==> src/rtl/psmw_pkg.sv <==
package psmw_pkg;

  localparam int ARR_W            = 32;
  localparam int SVC_W            = 32;
  localparam int RANK_W           = 10;
  localparam int IDX_W            = 10;
  localparam int TIME_W           = 40;
  localparam int WORD_W           = 32;
  localparam int COL_W            = 5;
  localparam int RANK_SPAN        = 1024;
  localparam int DEF_MAX_REQUESTS = 1024;

  localparam logic [TIME_W-1:0] TIME_MAX = {TIME_W{1'b1}};

  typedef struct packed {
    logic [ARR_W-1:0] arr;
    logic [SVC_W-1:0] svc;
    logic [IDX_W-1:0] idx;
    logic             last;
  } req_t;

  typedef struct packed {
    logic busy;
    logic drain;
    logic map_empty;
  } status_t;

  // Index of the lowest set bit, zero when none is set.
  function automatic logic [COL_W-1:0] lowest_set(input logic [WORD_W-1:0] w);
    logic [COL_W-1:0] pos;
    pos = '0;
    for (int i = WORD_W - 1; i >= 0; i--) begin
      if (w[i]) pos = COL_W'(i);
    end
    return pos;
  endfunction

endpackage

==> src/rtl/psmw_fifo.sv <==
module psmw_fifo (
  input  logic           clk,
  input  logic           rst_n,
  input  logic           push,
  input  psmw_pkg::req_t din,
  output logic           ready,
  input  logic           pop,
  output psmw_pkg::req_t dout,
  output logic           valid
);
  import psmw_pkg::*;

  req_t       slot_r [2];
  logic       wr_ptr_r;
  logic       rd_ptr_r;
  logic [1:0] cnt_r;

  assign ready = (cnt_r != 2'd2);
  assign valid = (cnt_r != 2'd0);
  assign dout  = slot_r[rd_ptr_r];

  always_ff @(posedge clk) begin
    if (!rst_n) begin
      wr_ptr_r <= 1'b0;
      rd_ptr_r <= 1'b0;
      cnt_r    <= 2'd0;
    end else begin
      if (push) wr_ptr_r <= !wr_ptr_r;
      if (pop)  rd_ptr_r <= !rd_ptr_r;
      cnt_r <= cnt_r + 2'(push) - 2'(pop);
    end
  end

  always_ff @(posedge clk) begin
    if (push) slot_r[wr_ptr_r] <= din;
  end

endmodule

==> config.mk <==
export PLATFORM = sky130hd
export DESIGN_NAME = psmw_fifo
export DESIGN_NICKNAME = d
export VERILOG_FILES = /design/src/rtl/psmw_pkg.sv /design/src/rtl/psmw_fifo.sv
export SDC_FILE = /design/constraint.sdc
export NUM_CORES = 1
export LEC_CHECK = 0
export BUFFER_PORTS_ARGS = -buffer_cell sky130_fd_sc_hd__buf_2
export CORE_ASPECT_RATIO = 2
export CORE_MARGIN = 4
export CORE_UTILIZATION = 55
export DETAILED_ROUTE_END_ITERATION = 16
export HOLD_SLACK_MARGIN = 0.06
export PLACE_DENSITY = 0.83
export SYNTH_ARGS = -nofsm -noshare
export SYNTH_HDL_FRONTEND = slang
export SYNTH_SLANG_ARGS = --single-unit
export TNS_END_PERCENT = 100
==> constraint.sdc <==
create_clock -name clk -period 9.85 [get_ports clk]
set_clock_uncertainty 0.1 [all_clocks]
set_input_delay 0.4925 -clock clk [delete_from_list [all_inputs] [get_ports clk]]
set_output_delay 0.4925 -clock clk [all_outputs]
set_load 0.03 [all_outputs]
==> results.txt, run 1 <==
Reg2Reg Setup Slack -> 7550 ps
Overall power -> 1.63 mW
Pre-CTS setup slack -> 7200 ps
Core ar. -> 0.0105 sq mm
Placer congestion estimate -> 0.746
Nets -> 503
Placed cell count -> 540
Crit-path max FO -> 56
Clock Path Buffers -> 2
Layout cell share with drive strength beyond 1 -> 0.614
# diodes -> 0
Worst-margin pin slew -> 1110 ps
Post-Layout Cell Count -> 570
Final wirelength -> 9910 um
Power per cell area -> 223 mW/mm^2
# fillers -> 719
Max cap viols -> 0
Total CTS buffers -> 17
Worst-Skew Late Latency -> 400 ps
H-tree depth -> 4
Buffers on Ports -> 155
Mapped Nets -> 335
Synthesized area -> 0.00584 sq mm
Final TNS setup -> 0 ps
Finished Cell Area -> 0.00733 sq mm
Cell internal pwr -> 1.25 mW
CTS Root Buffer Type -> clkbuf_16
Largest net degree at the start of global routing -> 76
Syn avg cell area -> 23.0 sq um
Fin worst setup slack -> 6830 ps
Fmax -> 0.332 GHz
Post-CTS Setup Bufs -> 0
DRT Pass-1 Iters -> 4
Register area share after synthesis -> 0.789
Vias/cell -> 5.01
Total gr overflow -> 0
Clk slew on worst S/H paths -> 60 ps
Netlist cell types -> 15
Max Transition Viols Final -> 0
Routed len/inst -> 17.4 um
Post-DP HPWL -> 6680 um
Status -> completed
CP required -> 9260 ps
Total GRT Usage -> 0.171
Die height -> 154 um
Clock network power share -> 0.393
Sw Ratio -> 0.236
Post-DP Area -> 0.00674 sq mm
DRC viols -> 0
IO Count -> 156
Yosys warnings -> 0
Comb power frac -> 0.132
Post-CTS Resized -> 0
Die width -> 80.9 um
Worst hold slack -> 171 ps
Row cnt -> 53
Critical Path AT -> 2420 ps
Antenna violations before repair -> 1
Setup violators final -> 0
Routed vias -> 2,855
Seq pwr share -> 0.475
CTS tree -> yes
Period utilization -> 0.306
Cts hold-fix bufs -> 0
Vias in the first global route -> 3,066
First-pass GRT wire length -> 15,400 um
Setup Crit Path Kind -> reg2out
Clock sinks -> 155
CP endpoint kind -> output port
P_sw -> 0.386 mW
Startpoint Class -> flip-flop
Hold Fails Final Rpt -> 0
Yosys reg bits -> 155
Minimum clock period -> 3020 ps
Pleak -> 2.89 nW
Unrepaired setup endpoints after global routing -> false
P&R area growth vs syn -> 25.6%
FF/Latch Area -> 0.00461 sq mm
Area of the multi-input gates -> 0.00116 sq mm
Initial DRC Count -> 131
Worst VDD drop -> 0.165 mV
Post-route core utilization -> 0.700
Post-route ant nets -> 0
Hold/Removal Path Class -> in2reg
Slew margin rel. -> 0.260
Die footprint -> 0.0124 sq mm
Mapped Cells -> 254
Initial Util -> 0.557
==> state kept, by name (all words and copies together), names as in the netlist, named ones only <==
signal / cells
cnt_r: 2
rd_ptr_r: 1
slot_r: 150
wr_ptr_r: 1
==> final timing paths <==
kind         cells past startpoint             to      start
max                              3       dout[23]  flip-flop
min                              1  slot_r[0][18]    din[18]
max reg2reg                      2  slot_r[0][72]   wr_ptr_r
min reg2reg                      2       rd_ptr_r   rd_ptr_r
==> layout by cell type (no fill, tap or decap) <==
cell,n
clkinv_4,1
clkbuf_16,17
nand2_1,1
ha_1,2
bufinv_16,3
edfxtp_1,150
or2_2,1
and2_1,3
nor2b_1,2
mux2_2,25
dfxtp_4,1
mux2_4,50
o21a_1,1
dfxtp_1,4
xnor3_1,1
buf_4,2
xor2_1,1
nor2b_4,1
and2_4,1
inv_1,2
clkinv_2,1
inv_6,4
clkinvlp_4,4
buf_2,155
==> per-layer routing <==
layer  global-route usage  vias up  share of wire
li1                     -     1340              -
met1                0.177     1380           0.35
met2                0.288      104           0.55
met3               0.0580       29          0.061
met4                0.107        2          0.039
met5                    0        -         0.0013
==> cell type report <==
class,count,share of cell area
inverters,2,0.00102
repair buffers,157,0.108
clock inverters,13,0.0230
clock buffers,17,0.0580
multi-input cells,89,0.158
well taps,137,0.0234
flip-flops and latches,155,0.628
==> cells in the mapped netlist <==
master    instances  area (sq um)
xor2_1            1          8.76
nand2_1           1          3.75
mux2_4           50           751
dfxtp_1           5           100
o21a_1            1          7.51
inv_1             2          7.51
and2_1            4          25.0
nor2b_1           3          18.8
ha_1              2          25.0
edfxtp_1        150          4500
or2_2             1          6.26
buf_6             6          67.6
xnor3_1           1          22.5
buf_2             2          10.0
mux2_2           25           282
==> critical path, stage by stage, from the launching register on <==
cell     delay [ps]
dfxtp_4         580
buf_4           770
mux2_2          430
buf_2           180
==> power by group through the flow <==
stage / logic, mW / clock network, mW / registers, mW
2_1_floorplan: 0.162 / 0 / 0.786
3_3_place_gp: 0.214 / 0 / 0.788
3_5_place_dp: 0.218 / 0 / 0.791
4_1_cts: 0.218 / 0.657 / 0.777
5_1_grt: 0.229 / 0.688 / 0.779
6_report: 0.215 / 0.642 / 0.776
==> kinds of logic (layout without fill, tap and decap cells) <==
family,after synthesis,in the layout,synth area share
compound gates,1,1,0.00129
fa+ha+maj,2,2,0.00428
xor+xnor,2,2,0.00536
mux,75,75,0.177
buf+inv,10,189,0.0146
simple gates,9,9,0.00921
flops,155,155,0.789
Power figures use the tool's default switching activity.
==> inputs of run 2 (changes only) <==
- CORE_UTILIZATION: 55 -> 52
- PLACE_DENSITY: 0.83 -> 0.79
- clock period: 9.85 -> 3.1 ns (I/O delays scaled with it)
==> run 2 against run 1 <==
Compared with the run above: flip-flop and latch count unchanged; die area increased by 5.3%; largest cell class unchanged; power increased to 3.3 times the previous value; largest power group unchanged; core utilization increased by 4.8 points; cell area increased by 12%; count of clock-buffer cells in the layout increased by 2; non-clock buffer count increased by 81; highest routed layer is now met4; wire length increased by 19%; worst setup slack got worse by 6000 ps; critical path depth unchanged.
==> results.txt, run 2 (synthesized netlist as in run 1, its figures left out) <==
Status -> completed
Sequence of cells on the critical path -> buf_12 -> mux2_2 -> buf_2
Routed vias -> 3,223
Worst-Skew Late Latency -> 400 ps
Post-route ant nets -> 0
Vias/cell -> 4.92
Most common cell after layout, fill and taps aside -> buf_2
Regs by FF count -> slot_r x150, cnt_r x2
P_sw -> 1.27 mW
Startpoint Class -> flip-flop
Total GRT Usage -> 0.179
Initial DRC Count -> 98
Max cap viols -> 0
DRC viols -> 0
Worst hold slack -> 381 ps
Post-Layout Cell Count -> 655
Core ar. -> 0.0109 sq mm
Worst Hold Depth -> 2
Seq pwr share -> 0.459
DRT Pass-1 Iters -> 4
Post-CTS Setup Bufs -> 0
First-pass GRT wire length -> 17,700 um
Crit-path max FO -> 43
Clk slew on worst S/H paths -> 60 ps
P&R area growth vs syn -> 40.1%
Hold Fails Final Rpt -> 0
Finished Cell Area -> 0.00818 sq mm
Worst VDD drop -> 0.559 mV
Clock network power share -> 0.398
CP endpoint kind -> output port
Max reg flops -> 150
Comb power frac -> 0.143
Pre-CTS setup slack -> 1200 ps
Cts hold-fix bufs -> 79
Largest register by flop count -> slot_r
Reg2Reg Setup Slack -> 1340 ps
R2R cell count -> 1
Setup violators final -> 0
# diodes -> 0
Crit-path leading delay family -> flip-flops
WP buf/inv -> 2
Row cnt -> 54
Nets -> 584
Die height -> 158 um
Clock sinks -> 155
Sw Ratio -> 0.236
Antenna violations before repair -> 0
CTS Root Buffer Type -> clkbuf_16
Placer congestion estimate -> 0.712
Largest net degree at the start of global routing -> 76
Cell internal pwr -> 4.13 mW
Fmax -> 0.432 GHz
Slowest-stage cell, CP -> dfxtp_4
Most frequent cells in the layout -> buf_2 (155), edfxtp_1 (150), dlygate4sd3_1 (79), mux2_4 (50), mux2_2 (25)
Overall power -> 5.40 mW
Hold/Removal Path Class -> in2reg
Power per cell area -> 660 mW/mm^2
Post-DP Area -> 0.00677 sq mm
Period utilization -> 0.746
Die footprint -> 0.0131 sq mm
Minimum clock period -> 2310 ps
Routed len/inst -> 18.0 um
Fin worst setup slack -> 787 ps
Final wirelength -> 11,800 um
Placed cell count -> 545
R2r startpoint -> wr_ptr_r
CP required -> 2840 ps
Initial Util -> 0.533
HP Start -> din[8]
Setup Crit Path Kind -> reg2out
CTS tree -> yes
Worst Hold Path EP -> slot_r[1][8]
Max Transition Viols Final -> 0
Total CTS buffers -> 17
Crit path largest cell delay -> 690 ps
Layout cell share with drive strength beyond 1 -> 0.518
Critical Path AT -> 2060 ps
Buffers on Ports -> 155
Slew margin rel. -> 0.318
Post-DP HPWL -> 7260 um
Final TNS setup -> 0 ps
Reg2reg end -> slot_r[1][72]
Die width -> 82.9 um
Post-route core utilization -> 0.747
# fillers -> 668
IO Count -> 156
Worst-margin pin slew -> 1020 ps
Vias in the first global route -> 3,480
Total gr overflow -> 0
Unrepaired setup endpoints after global routing -> false
H-tree depth -> 4
Clock Path Buffers -> 2
Post-CTS Resized -> 0
Pleak -> 3.24 nW
==> run 2: final cells by class <==
type / instances / area [sq um] / area share
Clock buffer: 19 / 433 / 0.0529
Timing Repair Buffer: 238 / 1610 / 0.197
Sequential cell: 155 / 4610 / 0.563
Tap cell: 140 / 175 / 0.0214
Inverter: 2 / 7.51 / 0.000918
Clock inverter: 12 / 188 / 0.0229
Multi-Input combinational cell: 89 / 1160 / 0.142
==> run 2: worst max path at each step <==
stage / from / endpoint / depth (start not counted)
2_1_floorplan: wr_ptr_r / slot_r[0][0] / 1
3_3_place_gp: flip-flop / dout[3] / 3
3_5_place_dp: flip-flop / dout[21] / 3
4_1_cts: flip-flop / dout[21] / 3
5_1_grt: flip-flop / dout[21] / 3
6_report: flip-flop / dout[16] / 3
==> run 2: power groups by stage <==
stage,combinational [mW],clock (mW),sequential (mW)
after floorplan,0.514,0,2.49
after global placement,0.676,0,2.51
after detailed placement,0.690,0,2.52
after CTS,0.770,2.19,2.48
after global routing,0.811,2.27,2.49
final,0.771,2.15,2.48
==> run 2: metal layers <==
layer	up-vias	share of wire	GRT usage
met1	1583	0.34	0.176
li1	1504	-	-
met5	-	0	0
met3	23	0.047	0.0453
met2	113	0.59	0.345
met4	0	0.026	0.0889
